<file path="src/qse_pkg.sv">
// ----------------------------------------------------------------------------
// qse_pkg
// Shared constants and state encoding for the quicksort engine.
// ----------------------------------------------------------------------------
`default_nettype none

package qse_pkg;

    localparam int CAPACITY      = 64;
    localparam int DATA_W        = 32;
    localparam int ADDR_W        = $clog2(CAPACITY);
    localparam int CNT_W         = ADDR_W + 1;
    // larger side is pushed, so depth never exceeds log2 of the set size
    localparam int STACK_SLOTS   = ADDR_W + 1;
    localparam int DEPTH_W       = $clog2(STACK_SLOTS + 1);
    localparam int STACK_ENTRY_W = 2 * ADDR_W;

    typedef enum logic [4:0] {
        ST_IDLE,
        ST_BEGIN,
        ST_RD_MID,
        ST_RD_LO,
        ST_SW1,
        ST_SW2,
        ST_FETCH_I,
        ST_CHK_I,
        ST_FETCH_J,
        ST_CHK_J,
        ST_SWAP,
        ST_FIN_RD,
        ST_FIN_WR1,
        ST_FIN_WR2,
        ST_NEXT,
        ST_E_RD,
        ST_E_LOAD
    } qse_state_t;

endpackage

`default_nettype wire

</file>
<file path="src/quicksort_engine_core.sv">
// ----------------------------------------------------------------------------
// quicksort_engine_core
// Collects signed items into a local store, sorts them in place by quicksort
// (middle pivot, two-pointer partition) and streams them out in order.
// ----------------------------------------------------------------------------
//
//  channel | handshake                   | payload
//  --------+-----------------------------+---------------------------------
//  item    | item_valid / item_ready     | value[31:0] (signed), last
//  result  | result_valid / result_ready | sorted_value[31:0], final_res,
//          |                             | overflow
//
//  Loading accepts one item per cycle. The sort is bound by the single read
//  port of the element store: a range is set up by reading and swapping the
//  middle and low elements, a pointer step is a fetch and a check, a swap is
//  the two failed checks plus the write-back, and a pass ends by placing the
//  pivot and choosing the next range. Reset clears all control state; the
//  store needs no clearing pass. A stalled result holds the sequencer, but
//  the last result of a set may wait while the next set is loaded.
//
`default_nettype none

module quicksort_engine_core (
    input  wire logic                        clk,
    input  wire logic                        rst_n,
    input  wire logic                        item_valid,
    output logic                             item_ready,
    input  wire logic signed [qse_pkg::DATA_W-1:0] value,
    input  wire logic                        last,
    output logic                             result_valid,
    input  wire logic                        result_ready,
    output logic signed [qse_pkg::DATA_W-1:0] sorted_value,
    output logic                             final_res,
    output logic                             overflow
);

    localparam int AW = qse_pkg::ADDR_W;
    localparam int CW = qse_pkg::CNT_W;
    localparam int DW = qse_pkg::DATA_W;
    localparam int SW = qse_pkg::STACK_ENTRY_W;

    qse_pkg::qse_state_t state_reg, state_next;

    logic [CW-1:0]          count_reg, count_next;
    logic                   dropped_reg, dropped_next;
    logic [AW-1:0]          lo_reg, lo_next;
    logic [AW-1:0]          hi_reg, hi_next;
    logic [CW-1:0]          i_reg, i_next;     // may run one past hi
    logic [AW-1:0]          j_reg, j_next;
    logic [qse_pkg::DEPTH_W-1:0] depth_reg, depth_next;
    logic [AW-1:0]          k_reg, k_next;
    logic                   result_valid_reg, result_valid_next;

    logic signed [DW-1:0]   pivot_reg, pivot_next;
    logic [DW-1:0]          ai_reg, ai_next;
    logic [SW-1:0]          stack_reg [qse_pkg::STACK_SLOTS];
    logic signed [DW-1:0]   sorted_value_reg;
    logic                   final_res_reg;
    logic                   overflow_reg;

    logic                   push_en;
    logic [SW-1:0]          push_entry;
    logic                   res_load;
    logic                   res_final;

    // element store ports
    logic                   ram_we;
    logic [AW-1:0]          ram_waddr;
    logic [DW-1:0]          ram_wdata;
    logic [AW-1:0]          ram_raddr;
    logic [DW-1:0]          ram_rdata;

    qse_ram #(
        .WIDTH (DW),
        .DEPTH (qse_pkg::CAPACITY)
    ) u_store (
        .clk   (clk),
        .we    (ram_we),
        .waddr (ram_waddr),
        .wdata (ram_wdata),
        .raddr (ram_raddr),
        .rdata (ram_rdata)
    );

    // helpers
    logic [AW:0]   lo_hi_sum;
    logic [AW-1:0] mid;
    logic [AW-1:0] len1, len2;
    logic          do_l, do_r;
    logic          i_ge_j;
    logic          out_free;
    logic [SW-1:0] pop_entry;

    assign lo_hi_sum = {1'b0, lo_reg} + {1'b0, hi_reg};
    assign mid       = lo_hi_sum[AW:1];
    assign len1      = j_reg - lo_reg;
    assign len2      = hi_reg - j_reg;
    assign do_l      = len1 > AW'(1);
    assign do_r      = len2 > AW'(1);
    assign i_ge_j    = i_reg >= {1'b0, j_reg};
    assign out_free  = !result_valid_reg || result_ready;
    assign pop_entry = stack_reg[depth_reg - qse_pkg::DEPTH_W'(1)];

    always_ff @(posedge clk or negedge rst_n)
    begin
        if (!rst_n)
        begin
            state_reg        <= qse_pkg::ST_IDLE;
            count_reg        <= '0;
            dropped_reg      <= 1'b0;
            lo_reg           <= '0;
            hi_reg           <= '0;
            i_reg            <= '0;
            j_reg            <= '0;
            depth_reg        <= '0;
            k_reg            <= '0;
            result_valid_reg <= 1'b0;
        end
        else
        begin
            state_reg        <= state_next;
            count_reg        <= count_next;
            dropped_reg      <= dropped_next;
            lo_reg           <= lo_next;
            hi_reg           <= hi_next;
            i_reg            <= i_next;
            j_reg            <= j_next;
            depth_reg        <= depth_next;
            k_reg            <= k_next;
            result_valid_reg <= result_valid_next;
        end
    end

    // payload registers
    always_ff @(posedge clk)
    begin
        pivot_reg <= pivot_next;
        ai_reg    <= ai_next;
        if (push_en)
        begin
            stack_reg[depth_reg] <= push_entry;
        end
        if (res_load)
        begin
            sorted_value_reg <= $signed(ram_rdata);
            final_res_reg    <= res_final;
            overflow_reg     <= dropped_reg;
        end
    end

    always_comb
    begin
        state_next        = state_reg;
        count_next        = count_reg;
        dropped_next      = dropped_reg;
        lo_next           = lo_reg;
        hi_next           = hi_reg;
        i_next            = i_reg;
        j_next            = j_reg;
        depth_next        = depth_reg;
        k_next            = k_reg;
        pivot_next        = pivot_reg;
        ai_next           = ai_reg;
        result_valid_next = result_valid_reg && !result_ready;
        push_en           = 1'b0;
        push_entry        = {lo_reg, hi_reg};
        res_load          = 1'b0;
        res_final         = (CW'(k_reg) + CW'(1)) == count_reg;
        item_ready        = 1'b0;
        ram_we            = 1'b0;
        ram_waddr         = lo_reg;
        ram_wdata         = pivot_reg;
        ram_raddr         = lo_reg;

        unique case (state_reg)
            qse_pkg::ST_IDLE:
            begin
                item_ready = 1'b1;
                if (item_valid)
                begin
                    if (count_reg < CW'(qse_pkg::CAPACITY))
                    begin
                        ram_we     = 1'b1;
                        ram_waddr  = count_reg[AW-1:0];
                        ram_wdata  = value;
                        count_next = count_reg + CW'(1);
                    end
                    else
                    begin
                        dropped_next = 1'b1;
                    end
                    if (last)
                    begin
                        state_next = qse_pkg::ST_BEGIN;
                    end
                end
            end

            qse_pkg::ST_BEGIN:
            begin
                depth_next = '0;
                k_next     = '0;
                if (count_reg >= CW'(2))
                begin
                    lo_next    = '0;
                    hi_next    = AW'(count_reg - CW'(1));
                    state_next = qse_pkg::ST_RD_MID;
                end
                else if (count_reg == '0)
                begin
                    dropped_next = 1'b0;
                    state_next   = qse_pkg::ST_IDLE;
                end
                else
                begin
                    state_next = qse_pkg::ST_E_RD;
                end
            end

            qse_pkg::ST_RD_MID:
            begin
                ram_raddr  = mid;
                state_next = qse_pkg::ST_RD_LO;
            end

            qse_pkg::ST_RD_LO:
            begin
                pivot_next = $signed(ram_rdata);
                ram_raddr  = lo_reg;
                state_next = qse_pkg::ST_SW1;
            end

            // move the low element to the middle, pivot to the low end
            qse_pkg::ST_SW1:
            begin
                ram_we     = 1'b1;
                ram_waddr  = mid;
                ram_wdata  = ram_rdata;
                state_next = qse_pkg::ST_SW2;
            end

            qse_pkg::ST_SW2:
            begin
                ram_we     = 1'b1;
                ram_waddr  = lo_reg;
                ram_wdata  = pivot_reg;
                i_next     = CW'(lo_reg) + CW'(1);
                j_next     = hi_reg;
                state_next = qse_pkg::ST_FETCH_I;
            end

            qse_pkg::ST_FETCH_I:
            begin
                ram_raddr  = i_reg[AW-1:0];
                state_next = qse_pkg::ST_CHK_I;
            end

            qse_pkg::ST_CHK_I:
            begin
                if ($signed(ram_rdata) <= pivot_reg)
                begin
                    i_next     = i_reg + CW'(1);
                    state_next = i_ge_j ? qse_pkg::ST_FIN_RD : qse_pkg::ST_FETCH_I;
                end
                else
                begin
                    ai_next    = ram_rdata;
                    state_next = qse_pkg::ST_FETCH_J;
                end
            end

            qse_pkg::ST_FETCH_J:
            begin
                ram_raddr  = j_reg;
                state_next = qse_pkg::ST_CHK_J;
            end

            qse_pkg::ST_CHK_J:
            begin
                if ($signed(ram_rdata) > pivot_reg)
                begin
                    j_next     = j_reg - AW'(1);
                    state_next = i_ge_j ? qse_pkg::ST_FIN_RD : qse_pkg::ST_FETCH_J;
                end
                else
                begin
                    ram_we     = 1'b1;
                    ram_waddr  = i_reg[AW-1:0];
                    ram_wdata  = ram_rdata;
                    state_next = qse_pkg::ST_SWAP;
                end
            end

            qse_pkg::ST_SWAP:
            begin
                ram_we     = 1'b1;
                ram_waddr  = j_reg;
                ram_wdata  = ai_reg;
                i_next     = i_reg + CW'(1);
                state_next = i_ge_j ? qse_pkg::ST_FIN_RD : qse_pkg::ST_FETCH_I;
            end

            // pivot into its final place at j (no-op when j is the base)
            qse_pkg::ST_FIN_RD:
            begin
                ram_raddr  = j_reg;
                state_next = qse_pkg::ST_FIN_WR1;
            end

            qse_pkg::ST_FIN_WR1:
            begin
                ram_we     = 1'b1;
                ram_waddr  = lo_reg;
                ram_wdata  = ram_rdata;
                state_next = qse_pkg::ST_FIN_WR2;
            end

            qse_pkg::ST_FIN_WR2:
            begin
                ram_we     = 1'b1;
                ram_waddr  = j_reg;
                ram_wdata  = pivot_reg;
                state_next = qse_pkg::ST_NEXT;
            end

            qse_pkg::ST_NEXT:
            begin
                state_next = qse_pkg::ST_RD_MID;
                if (do_l && do_r)
                begin
                    push_en = depth_reg < qse_pkg::DEPTH_W'(qse_pkg::STACK_SLOTS);
                    if (push_en)
                    begin
                        depth_next = depth_reg + qse_pkg::DEPTH_W'(1);
                    end
                    // ties go to the low side as the larger
                    if (len1 >= len2)
                    begin
                        push_entry = {lo_reg, j_reg - AW'(1)};
                        lo_next    = j_reg + AW'(1);
                    end
                    else
                    begin
                        push_entry = {j_reg + AW'(1), hi_reg};
                        hi_next    = j_reg - AW'(1);
                    end
                end
                else if (do_l)
                begin
                    hi_next = j_reg - AW'(1);
                end
                else if (do_r)
                begin
                    lo_next = j_reg + AW'(1);
                end
                else if (depth_reg != '0)
                begin
                    depth_next = depth_reg - qse_pkg::DEPTH_W'(1);
                    lo_next    = pop_entry[SW-1:AW];
                    hi_next    = pop_entry[AW-1:0];
                end
                else
                begin
                    k_next     = '0;
                    state_next = qse_pkg::ST_E_RD;
                end
            end

            qse_pkg::ST_E_RD:
            begin
                ram_raddr  = k_reg;
                state_next = qse_pkg::ST_E_LOAD;
            end

            qse_pkg::ST_E_LOAD:
            begin
                ram_raddr = k_reg;
                if (out_free)
                begin
                    res_load          = 1'b1;
                    result_valid_next = 1'b1;
                    if (res_final)
                    begin
                        count_next   = '0;
                        dropped_next = 1'b0;
                        depth_next   = '0;
                        state_next   = qse_pkg::ST_IDLE;
                    end
                    else
                    begin
                        k_next     = k_reg + AW'(1);
                        state_next = qse_pkg::ST_E_RD;
                    end
                end
            end

            default:
            begin
                state_next = qse_pkg::ST_IDLE;
            end
        endcase
    end

    assign result_valid = result_valid_reg;
    assign sorted_value = sorted_value_reg;
    assign final_res    = final_res_reg;
    assign overflow     = overflow_reg;

endmodule

`default_nettype wire

</file>
<file path="src/qse_ram.sv">
// ----------------------------------------------------------------------------
// qse_ram
// Generic single-write, single-read RAM with registered read data.
// ----------------------------------------------------------------------------
`default_nettype none

module qse_ram #(
    parameter int WIDTH = 32,
    parameter int DEPTH = 64
) (
    input  wire logic                     clk,
    input  wire logic                     we,
    input  wire logic [$clog2(DEPTH)-1:0] waddr,
    input  wire logic [WIDTH-1:0]         wdata,
    input  wire logic [$clog2(DEPTH)-1:0] raddr,
    output logic      [WIDTH-1:0]         rdata
);

    logic [WIDTH-1:0] mem [DEPTH];

    always_ff @(posedge clk)
    begin
        if (we)
        begin
            mem[waddr] <= wdata;
        end
        rdata <= mem[raddr];
    end

endmodule

`default_nettype wire

</file>
<file path="config.mk">
export PLATFORM = sky130hd
export DESIGN_NAME = quicksort_engine_core
export DESIGN_NICKNAME = d
export VERILOG_FILES = /design/src/qse_pkg.sv /design/src/quicksort_engine_core.sv /design/src/qse_ram.sv
export SDC_FILE = /design/constraint.sdc
export NUM_CORES = 2
export LEC_CHECK = 0
export ABC_CLOCK_PERIOD_IN_PS = 8000
export BUFFER_PORTS_ARGS = -buffer_cell sky130_fd_sc_hd__buf_2
export CORE_MARGIN = 2
export CORE_UTILIZATION = 31
export CTS_BUF_LIST = sky130_fd_sc_hd__clkbuf_8
export DETAILED_ROUTE_END_ITERATION = 10
export PLACE_DENSITY_LB_ADDON = 0.15
export SLEW_MARGIN = 20
export SYNTH_ARGS = -nofsm -noshare
export SYNTH_HDL_FRONTEND = slang
export SYNTH_SLANG_ARGS = --single-unit
</file>
<file path="constraint.sdc">
create_clock -name clk -period 8 [get_ports clk]
set_input_delay 0.8 -clock clk [delete_from_list [all_inputs] [get_ports clk]]
set_output_delay 0.8 -clock clk [all_outputs]
set_load 0.01 [all_outputs]
</file>
==> flow_summary.json <==
{
  "post-route-util": 0.359,
  "switching_share": 0.378,
  "root_buffer": "clkbuf_8",
  "antenna_found_initial": 14,
  "worstHoldPathCells": 3,
  "required_ns": 8.65,
  "combPwrFrac": 0.376,
  "area_growth_pct": 15.1,
  "fin_ws_ns": 1.92,
  "critical-path-top-delay-family": "simple AND/OR/NAND/NOR gates",
  "ys_seq_area_frac": 0.756,
  "dr.pass1.iters": 7,
  "gp_congestion": 0.844,
  "crit-reg2reg-launch": "u_store.rdata[31]",
  "r2r_end": "u_store.mem[2][1]",
  "dp.cells": 8489,
  "hp-class": "in -> reg",
  "core_area_sq_mm": 0.292,
  "nNetsFinal": 5113,
  "finalMaxSlewViolations": 0,
  "cts_tree": "done",
  "layout_commonest_cell": "edfxtp_1",
  "hold_slack_ns": 0.211,
  "syn_inst": 4595,
  "max_slew_margin": 0.269,
  "cts_buffers": 410,
  "drc": 0,
  "grt_pass1_wl_microns": 392000,
  "status": "finished, final reports clean",
  "clk_pin_slew_ns": 0.06,
  "power.switching_mw": 16.6,
  "grt_max_degree": 85,
  "cp-end-kind": "register",
  "cp_common_cell": "nand2_1",
  "htree_num_levels": 5,
  "max_stage_delay_ns": 0.94,
  "fp-row-count": 198,
  "final_cell_mix": "edfxtp_1, mux4_2, clkbuf_8, a22oi_1, a21oi_1",
  "clock-sinks": 2310,
  "ff2ff_path_depth": 12,
  "fin_skew_ns": 0.112,
  "grt_pass1_vias": 49500,
  "async_reset_ff_frac": 0.0208,
  "pwr-share-clk": 0.228,
  "synth_nets": 4703,
  "wire_per_inst_microns": 30.4,
  "cts.path.max_buffers": 4,
  "avgSynthCellArea_sq_um": 19.8,
  "netlist_area_sq_mm": 0.0910,
  "grt_usage": 0.185,
  "drive_above_1_share": 0.266,
  "finalSetupViolCount": 0,
  "portBuffers": 72,
  "synth_enable_flop_cells": 2230,
  "p_leak_nw": 33.4,
  "cp_slowest_cell": "a311oi_1",
  "path_buf_inv": 1,
  "synth_top_area_share": 0.736,
  "vias": 47800,
  "path_cells": "ha_1 > nand4_1 > nor2_1 > nand2_1 > nor3_1 > o31ai_1 > nand3_1 > nand2_1 > a311oi_1 > nand2_1 > nor3_2 > buf_4",
  "die_x_microns": 546,
  "detail_route.vias_per_cell": 5.19,
  "fmax_ghz": 0.165,
  "dieArea_sq_mm": 0.298,
  "rrSetupSlack_ns": 1.92,
  "fill_cells": 27200,
  "fin_cells": 9213,
  "arrival_ns": 6.73,
  "cp_max_fo": 25,
  "start_util": 0.312,
  "place_ws_ns": 2.11,
  "hold_end": "result_valid",
  "seq_power_share": 0.396,
  "rsz0062_at_grt": "false",
  "insertion_delay_ns": 1.10,
  "dpl.hpwl_microns": 165000,
  "yosys-top-cells-area": "edfxtp_1, mux4_2, a22oi_1",
  "chipHeight_microns": 546,
  "min_from": "result_ready",
  "ys.flop_type": "edfxtp_1",
  "finalCritPeriodShare": 0.760,
  "num_io_pins": 73,
  "period_minus_slack_ns": 6.08,
  "hold_violations": 0,
  "ys_types": 76,
  "final_antenna_net_count": 0,
  "p_int_mw": 27.2,
  "drv_cap": 0,
  "wl_microns": 280000,
  "worst_setup_path_start_kind": "register",
  "largest_reg_flops": 2048,
  "max-vdd-ir-drop_v": 0.000412,
  "ys_seq_elements": 2310,
  "setup_tns_ns": 0,
  "worst_pin_slew_ns": 1.10,
  "ys_warn_count": 0,
  "synth_top_cell_by_area": "edfxtp_1",
  "grt_overflow": 0,
  "p_per_area_mw_per_mm2": 418,
  "dr.first_iter.drc_count": 5013,
  "critical_path_class": "reg -> reg"
}
## routing by layer
layer  global-route usage  wire length, microns  vias to the layer above  share of wire
li1                     -                     -                    20000              -
met1                0.254                123000                    25800           0.44
met2                0.300                135000                     1555           0.48
met3               0.0342                 15500                      426          0.055
met4               0.0528                  7110                        4          0.025
met5                    0                    27                        -       0.000096
## worst max-delay path by stage
stage / startpoint / endpoint / slack, ns / cells after the start
floorplan: pivot_reg[25] / u_store.mem[16][0] / 2.48 / 12
global placement: u_store.rdata[31] / u_store.mem[1][1] / 2.22 / 12
detailed placement: u_store.rdata[31] / u_store.mem[1][1] / 2.11 / 12
CTS: u_store.rdata[31] / u_store.mem[1][27] / 2.10 / 12
global route: u_store.rdata[31] / u_store.mem[2][27] / 1.77 / 12
finish: u_store.rdata[31] / u_store.mem[2][1] / 1.92 / 12
## what timing repair did
| item | in CTS | in global routing |
|---|---|---|
| setup buffers | 0 | 0 |
| endpoints found under the hold margin | 48 | 0 |
| gates resized for setup | 0 | 0 |
| hold buffers | 1 | 0 |
## power by group through the flow
| stage | Sequential, mW | Combinational [mW] | Clock (mW) |
|---|---|---|---|
| 2_1_floorplan | 17.4 | 9.63 | 0 |
| 3_3_place_gp | 17.6 | 16.6 | 0 |
| 3_5_place_dp | 17.6 | 16.7 | 0 |
| 4_1_cts | 17.4 | 16.7 | 10.3 |
| 5_1_grt | 17.4 | 17.6 | 10.8 |
| 6_report | 17.4 | 16.5 | 9.97 |
## stage by stage
stage	power (mW)	instance area (sq um)
detailed placement	34.3	97400
global placement	34.2	97400
CTS	44.3	105000
finish	43.8	105000
floorplan	27.0	91000
global route	45.8	105000
## tightest hold or removal path, cell delays in order
cell and delay, ns:
buf_2 0.08, nand2b_1 0.21, nand2_1 0.08
## cells by family (layout without fill, tap and decap cells)
kind of cell | after synthesis | after routing | synth area share
compound gates | 726 | 726 | 0.0533
other cells | 0 | 11 | 0
simple gates | 553 | 553 | 0.0288
mux | 560 | 560 | 0.132
flops | 2310 | 2310 | 0.756
fa+ha+maj | 71 | 71 | 0.0100
xor+xnor | 44 | 44 | 0.00423
buf+inv | 331 | 1038 | 0.0156
## Yosys cell counts (all sizes together) (12+ instances only)
| master | count |
|---|---|
| edfxtp | 2230 |
| mux4 | 512 |
| a22oi | 254 |
| a21oi | 218 |
| nand2 | 170 |
| nor2 | 149 |
| clkbuf | 135 |
| buf | 129 |
| o21ai | 89 |
| ha | 68 |
| inv | 67 |
| nand3 | 59 |
| dfrtp | 48 |
| nor3 | 40 |
| mux2i | 35 |
| a221o | 33 |
| or4 | 33 |
| dfxtp | 32 |
| xnor2 | 28 |
| a21o | 26 |
| nand2b | 18 |
| a211oi | 17 |
| o211ai | 17 |
| xor2 | 16 |
| nand4 | 15 |
| mux2 | 13 |
| nor2b | 12 |
## cell type report
cell class | instances | area (sq um) | area share
inverter | 67 | 251 | 0.00240
timing repair buffer | 262 | 2050 | 0.0196
multi-input combinational | 1954 | 21500 | 0.205
clock inverter | 290 | 1460 | 0.0139
clock buffer | 419 | 5770 | 0.0550
tap | 3900 | 4880 | 0.0466
antenna | 11 | 27.5 | 0.000263
sequential | 2310 | 68800 | 0.657
No activity file was read; power rests on OpenSTA's default activity.
